**config.mk**
```make
export PLATFORM = sky130hd
export DESIGN_NAME = sliru_cell
export DESIGN_NICKNAME = d
export VERILOG_FILES = /design/src/hw/rtl/sliru_pkg.sv /design/src/hw/rtl/sliru_cell.sv
export SDC_FILE = /design/constraint.sdc
export NUM_CORES = 1
export LEC_CHECK = 0
export ABC_AREA = 0
export BUFFER_PORTS_ARGS = -buffer_cell sky130_fd_sc_hd__buf_2
export CAP_MARGIN = 20
export CORE_MARGIN = 3
export CORE_UTILIZATION = 30
export DETAILED_ROUTE_END_ITERATION = 10
export GPL_ROUTABILITY_DRIVEN = 0
export PLACE_DENSITY_LB_ADDON = 0.15
export RECOVER_POWER = 100
export SLEW_MARGIN = 20
export SYNTH_ARGS = -nofsm -noshare
export SYNTH_HDL_FRONTEND = slang
export SYNTH_SLANG_ARGS = --single-unit
```
**constraint.sdc**
```tcl
create_clock -name clk -period 7.9 [get_ports clk]
set_input_delay 0.395 -clock clk [delete_from_list [all_inputs] [get_ports clk]]
set_output_delay 0.395 -clock clk [all_outputs]
set_load 0.03 [all_outputs]
```
**src/hw/rtl/sliru_pkg.sv**
```systemverilog
// Package for the sorted list insert/remove unit.
// Holds widths, operation and status codes, and the cell control struct.
// No dependencies.
package sliru_pkg;

  localparam int CAPACITY = 32;
  localparam int DATA_W   = 32;
  localparam int CNT_W    = $clog2(CAPACITY + 1);
  localparam int IDX_W    = $clog2(CAPACITY);
  localparam int COUNT_W  = 6;
  localparam int STAT_W   = 3;
  localparam int OP_W     = 2;
  localparam int IN_TDATA_W  = 40;
  localparam int OUT_TDATA_W = 48;

  localparam logic [OP_W-1:0] OP_INSERT = 2'd0;
  localparam logic [OP_W-1:0] OP_REMOVE = 2'd1;
  localparam logic [OP_W-1:0] OP_DUMP   = 2'd2;

  localparam logic [STAT_W-1:0] STATUS_INSERTED  = 3'd0;
  localparam logic [STAT_W-1:0] STATUS_REMOVED   = 3'd1;
  localparam logic [STAT_W-1:0] STATUS_NOT_FOUND = 3'd2;
  localparam logic [STAT_W-1:0] STATUS_FULL      = 3'd3;
  localparam logic [STAT_W-1:0] STATUS_DUMPED    = 3'd4;
  localparam logic [STAT_W-1:0] STATUS_EMPTY     = 3'd5;

  typedef enum logic [1:0] {
    CMD_HOLD,
    CMD_INSERT,
    CMD_REMOVE,
    CMD_ROTATE
  } cell_cmd_t;

  typedef struct packed {
    cell_cmd_t                 cmd;
    logic signed [DATA_W-1:0]  key;
    logic [CNT_W-1:0]          count;
  } cell_ctl_t;

endpackage

```
**src/hw/rtl/sliru_cell.sv**
```systemverilog
// One storage cell of the sorted list chain.
// Holds one value; shifts from a neighbour on insert, remove and rotate.
// Depends on sliru_pkg.
module sliru_cell (
  input  logic                               clk,
  input  sliru_pkg::cell_ctl_t               ctl,
  input  logic [sliru_pkg::IDX_W-1:0]        idx,
  input  logic                               prev_lt,
  input  logic signed [sliru_pkg::DATA_W-1:0] prev_val,
  input  logic signed [sliru_pkg::DATA_W-1:0] next_val,
  input  logic signed [sliru_pkg::DATA_W-1:0] head_val,
  output logic signed [sliru_pkg::DATA_W-1:0] val,
  output logic                               lt,
  output logic                               eq
);

  logic signed [sliru_pkg::DATA_W-1:0] val_r;
  logic signed [sliru_pkg::DATA_W-1:0] val_nxt;
  logic                                occupied;
  logic                                tail;

  assign occupied = sliru_pkg::CNT_W'(idx) < ctl.count;
  assign tail     = sliru_pkg::CNT_W'(idx) == (ctl.count - 1'b1);
  assign lt       = occupied && (val_r < ctl.key);
  assign eq       = occupied && (val_r == ctl.key);
  assign val      = val_r;

  always_comb begin
    case (ctl.cmd)
      sliru_pkg::CMD_INSERT: begin
        if (lt) begin
          val_nxt = val_r;
        end else if (prev_lt) begin
          val_nxt = ctl.key;
        end else begin
          val_nxt = prev_val;
        end
      end
      sliru_pkg::CMD_REMOVE: begin
        val_nxt = lt ? val_r : next_val;
      end
      sliru_pkg::CMD_ROTATE: begin
        val_nxt = tail ? head_val : next_val;
      end
      default: begin
        val_nxt = val_r;
      end
    endcase
  end

  always_ff @(posedge clk) begin
    val_r <= val_nxt;
  end

endmodule

```
* Word level (Yosys, flattened, before mapping)
Cells that the tools add are included.
** Storage, ports and cells
- Logic and storage cells :: 20
- Bits in registers :: 32
- Output and inout port bits :: 34
- Input port bits :: 143
** Cells by class
- $add $sub $neg :: 1
- Reduce and logical (&&, ||, !) cells :: 4
- Magnitude comparators :: 2
- Muxes and demuxes :: 5
- Eq/ne operators :: 7
** Operator list (number)
- $mux 32 :: 4
- $pmux 32 s3 :: 1
- $eq 32x32->1 :: 1
- $lt 32x32->1 :: 1
- $eq 5x6->1 :: 1
- $lt 5x6->1 :: 1
- $sub 6x1->6 const B :: 1
- $eq 2x2->1 const B :: 2
- $ne 2x2->1 const B :: 2
- $reduce_and 3->1 :: 1
- $reduce_bool 3->1 :: 1
- $eq 2x1->1 const B :: 1
- $logic_and 1x1->1 :: 2

* Depth between registers and ports, before layout
- Word-level depth :: 4
- Mapped depth :: 9
- Depth with buffers taken out :: 8

* Worst setup path after synthesis
OpenSTA, ideal clock, no wires.
- Path kind :: reg2reg
- Start point :: reg val_r, in the netlist val[15]
- End point :: reg val_r, in the netlist val[0] (enable)
- Data required time :: 7399 ps
- Library setup time :: 501 ps
- Stages on the path, launching flop included :: 8
- Arrival time :: 4945 ps
- Period minus slack after synthesis :: 5447 ps
- Slack :: 2453 ps
- Cells stage by stage :: edfxtp_1 -> ha_1 -> nand4_1 -> nor4_2 -> a21boi_1 -> o311a_2 -> nor4_1 -> nor4_1
** Between the ends
- Word-level cells in the longest chain between the ends :: 4
- Elaborated cells between the ends (all ways) :: 5
- Those cells by class :: 1 x order compare; 2 x eq/ne; 2 x reduce/logical
** RTL lines
- start: declaration :: line sliru_cell.sv:17 : logic signed [sliru_pkg::DATA_W-1:0] val_r;
- start signal: assignment :: line sliru_cell.sv:52 : val_r <= val_nxt;
- $lt 32x32->1 * :: line sliru_cell.sv:24 : assign lt = occupied && (val_r < ctl.key);
- $logic_and 1x1->1 * :: line sliru_cell.sv:24
- $ne 2x2->1 (no source line)
- $reduce_and 3->1 (no source line) *
Every way passes the cells marked *; elsewhere a longest branch is shown, timed or not.
A chain may end at the register's enable or synchronous reset.

* Worst setup path after layout
- Start point :: reg val_r, in the netlist val[15]
- End point :: reg val_r, in the netlist val[21] (enable)
The elaborated chain is that of the path after synthesis.

==> metrics.md <==
| Metric | Value |
|---|---|
| RSZ-0062 raised after global routing | `no` |
| Net Sw Power | `0.2828 mW` |
| I/O pin count | `177` |
| #FFs+latches synth | `32` |
| Pre-antenna DRT Iters | `4` |
| Htree depth | `2` |
| Combinational Power Share | `0.423` |
| Clk sinks | `32` |
| Fmax | `228.9 MHz` |
| Crit-path max FO | `29` |
| Data required, critical path | `7.78 ns` |
| Postcts setup bufs | `0` |
| Worst Hold Class | `input port to register` |
| Unique cell type count in the Yosys netlist | `33` |
| Clock Path Buffers | `2` |
| Setup TNS | `0 ns` |
| Clk slew on worst S/H paths | `0.07 ns` |
| Final setup violation count | `0` |
| Failing checks | `capacitance limit, slew limit` |
| Prevailing post-synth register cell | `edfxtp_1` |
| Adder-cell share of the synthesized area | `0.1528` |
| Fin Clk Skew | `0.006145 ns` |
| Post-Layout Cell Count | `643` |
| Iteration-0 DRC count of the detailed router | `84` |
| Cells after DPL | `635` |
| Yosys warnings | `0` |
| Full die area | `11630 sq um` |
| Cells after synthesis | `339` |
| Area grow syn2layout | `33.33%` |
| Post-Synth XOR/XNOR Area | `0.01407` |
| Filler Cell Count | `1074` |
| Final wirelength | `8850 um` |
| Simple-gate share of the synthesized area | `0.1512` |
| Internal power | `0.4336 mW` |
| Max Slew Vio Count | `30` |
| Antenna diodes | `0` |
| Core Util, Final | `0.4187` |
| Antenna violations before repair | `0` |
| Total of max-cap violations | `1` |
| Slew @ Worst Pin | `1.697 ns` |
| Core area | `9910 sq um` |
| CP startpoint kind | `register` |
| Sw frac | `0.3947` |
| Layout cell share with drive strength beyond 1 | `0.3039` |
| Die H | `107.8 um` |
| Period utilisation layout | `0.5531` |
| Slowest cell on the critical path | `clkbuf_1` |
| Clock share of power | `0.219` |
| Largest family of logic cells by synthesized area | `compound AO/OA/AOI/OAI gates` |
| Most used cell, CP | `nor4_1` |
| Most common cell after layout, fill and taps aside | `buf_2` |
| Total CTS buffers | `5` |
| CP Cell Sequence | `ha_1 > nand4_1 > nor4_1 > a21boi_0 > o311a_2 > nor4_1 > nor4_1 > clkbuf_1` |
| CTS tree | `yes` |
| Drc violations | `0` |
| Antenna viol nets, final | `0` |
| Slew headroom | `-0.1311` |
| Number of enable flip-flop cells after synthesis | `32` |
| WL/cell | `13.76 um` |
| Max reg flops | `32` |
| Critical path's top delay family | `simple AND/OR/NAND/NOR gates` |
| Worst-Skew Late Latency | `0.28 ns` |
| Hold buffer count at cts | `0` |
| Crit end category | `register` |
| Hpwl dp | `7365 um` |
| Syn_area_per_cell | `9.179 sq um` |
| Post-synth ARST share | `0` |
| WS Path Type | `register to register` |
| Largest net degree at the start of global routing | `68` |
| Synth Area in Compound Gates | `0.1966` |
| Mux cell area share after synthesis | `0.1029` |
| First-pass GRT wire length | `13850 um` |
| # port buffers | `176` |
| Number of gates resized after CTS | `0` |
| Power Density | `172.7 nW/um^2` |
| CP max stage delay | `1.29 ns` |
| Vias | `3092` |
| Sequential power share | `0.358` |
| Net Count, Synth | `520` |
| CTS Root Cell | `clkbuf_8` |
| Initial Utilization | `0.3140` |
| Seq/Total Area, Yosys | `0.3088` |
| Vias in the first global route | `2951` |
| Status | `finished, violations left` |
| Worst IR drop on VDD | `0.09908 mV` |
| Fin crit period | `4.370 ns` |
| P_leak | `2.093 nW` |
| Final #Nets | `690` |
| GRT Util Overall | `0.1489` |
| Synthesized cell area | `3112 sq um` |
| Vias/cell | `4.809` |
| Most frequent cells in the layout | `buf_2 (142), a21oi_1 (45), inv_1 (38), ha_1 (38), clkbuf_1 (37)` |
| Final hold violation count | `0` |
| Overflow after GRT | `0` |
| Die W | `107.8 um` |
| Row Count | `36` |
| Critical path data arrival time | `4.25 ns` |
| Buf/Inv on CP | `1` |
per-layer routing:
metal | share of wire | wire [um] | global-route usage
met1 | 0.41 | 3638 | 0.1838
met2 | 0.48 | 4258 | 0.2549
met3 | 0.095 | 837 | 0.04079
met4 | 0.013 | 116 | 0.03877
met5 | 0 | 0 | 0
logic make-up after synthesis:
| logic type | count (synthesis) |
|---|---|
| buf+inv | 55 |
| xor+xnor | 5 |
| simple gates | 81 |
| flops | 32 |
| compound gates | 96 |
| fa+ha+maj | 38 |
| mux | 32 |
tightest hold or removal path, stage by stage:
cell and delay, ns:
buf_2 0.09, a211oi_1 0.06, a21oi_1 0.11
stage by stage:
stage,hold slack (ns),area [sq um],total power [mW],worst slack (ns)
floorplan,0.6486,3112,0.4628,2.453
global placement,0.7713,4101,0.5765,4.732
detailed placement,0.7693,4129,0.5794,4.558
CTS,0.4673,4237,0.7430,4.620
global route,0.4900,4149,0.7730,3.155
finish,0.4917,4149,0.7164,3.530
path summary, 6_finish.rpt:
kind / from / endpoint / slack, ns / cells past startpoint
worst min register to register: val[31]$_DFFE_PP_ / val[9]$_DFFE_PP_ / 1.14 / 5
worst max-delay path: val[15]$_DFFE_PP_ / val[21]$_DFFE_PP_ / 3.53 / 8
worst min-delay path: ctl[36] / val[30]$_DFFE_PP_ / 0.49 / 3
worst max register to register: val[15]$_DFFE_PP_ / val[21]$_DFFE_PP_ / 3.53 / 8
power by group through the flow:
stage | logic, mW | registers, mW | clock network [mW]
finish | 0.303 | 0.257 | 0.157
global route | 0.338 | 0.262 | 0.173
CTS | 0.323 | 0.255 | 0.166
detailed placement | 0.321 | 0.258 | 0
global placement | 0.320 | 0.257 | 0
floorplan | 0.134 | 0.329 | 0
synthesized netlist by cell type (2+ instances only):
master | n | share of area
nor4_1 | 3 | 0.0060
xnor2_1 | 3 | 0.0084
nand2b_1 | 2 | 0.0040
a211oi_1 | 34 | 0.082
buf_6 | 3 | 0.011
edfxtp_1 | 32 | 0.31
a21oi_1 | 45 | 0.072
o21ai_0 | 4 | 0.0064
inv_1 | 38 | 0.046
nand3_1 | 2 | 0.0032
nand4_1 | 7 | 0.014
o21a_1 | 4 | 0.0097
ha_1 | 38 | 0.15
xor2_1 | 2 | 0.0056
nor2_1 | 9 | 0.011
o211ai_1 | 3 | 0.0072
nand2_1 | 11 | 0.013
clkbuf_1 | 14 | 0.017
nor2b_1 | 34 | 0.068
nor3_1 | 7 | 0.011
mux2i_1 | 32 | 0.10
area by class of cell:
| class | instances | area, sq um | share of cell area |
|---|---|---|---|
| Sequential cell | 32 | 960.9 | 0.2316 |
| Timing Repair Buffer | 180 | 860.8 | 0.2075 |
| Tap cell | 133 | 166.4 | 0.04011 |
| Clock buffer | 6 | 72.57 | 0.01749 |
| Clock inverter | 2 | 35.03 | 0.008444 |
| Multi-Input combinational cell | 252 | 1911 | 0.4605 |
| Inverter | 38 | 142.6 | 0.03438 |
Note: power is estimated with default switching activity, not from simulation.
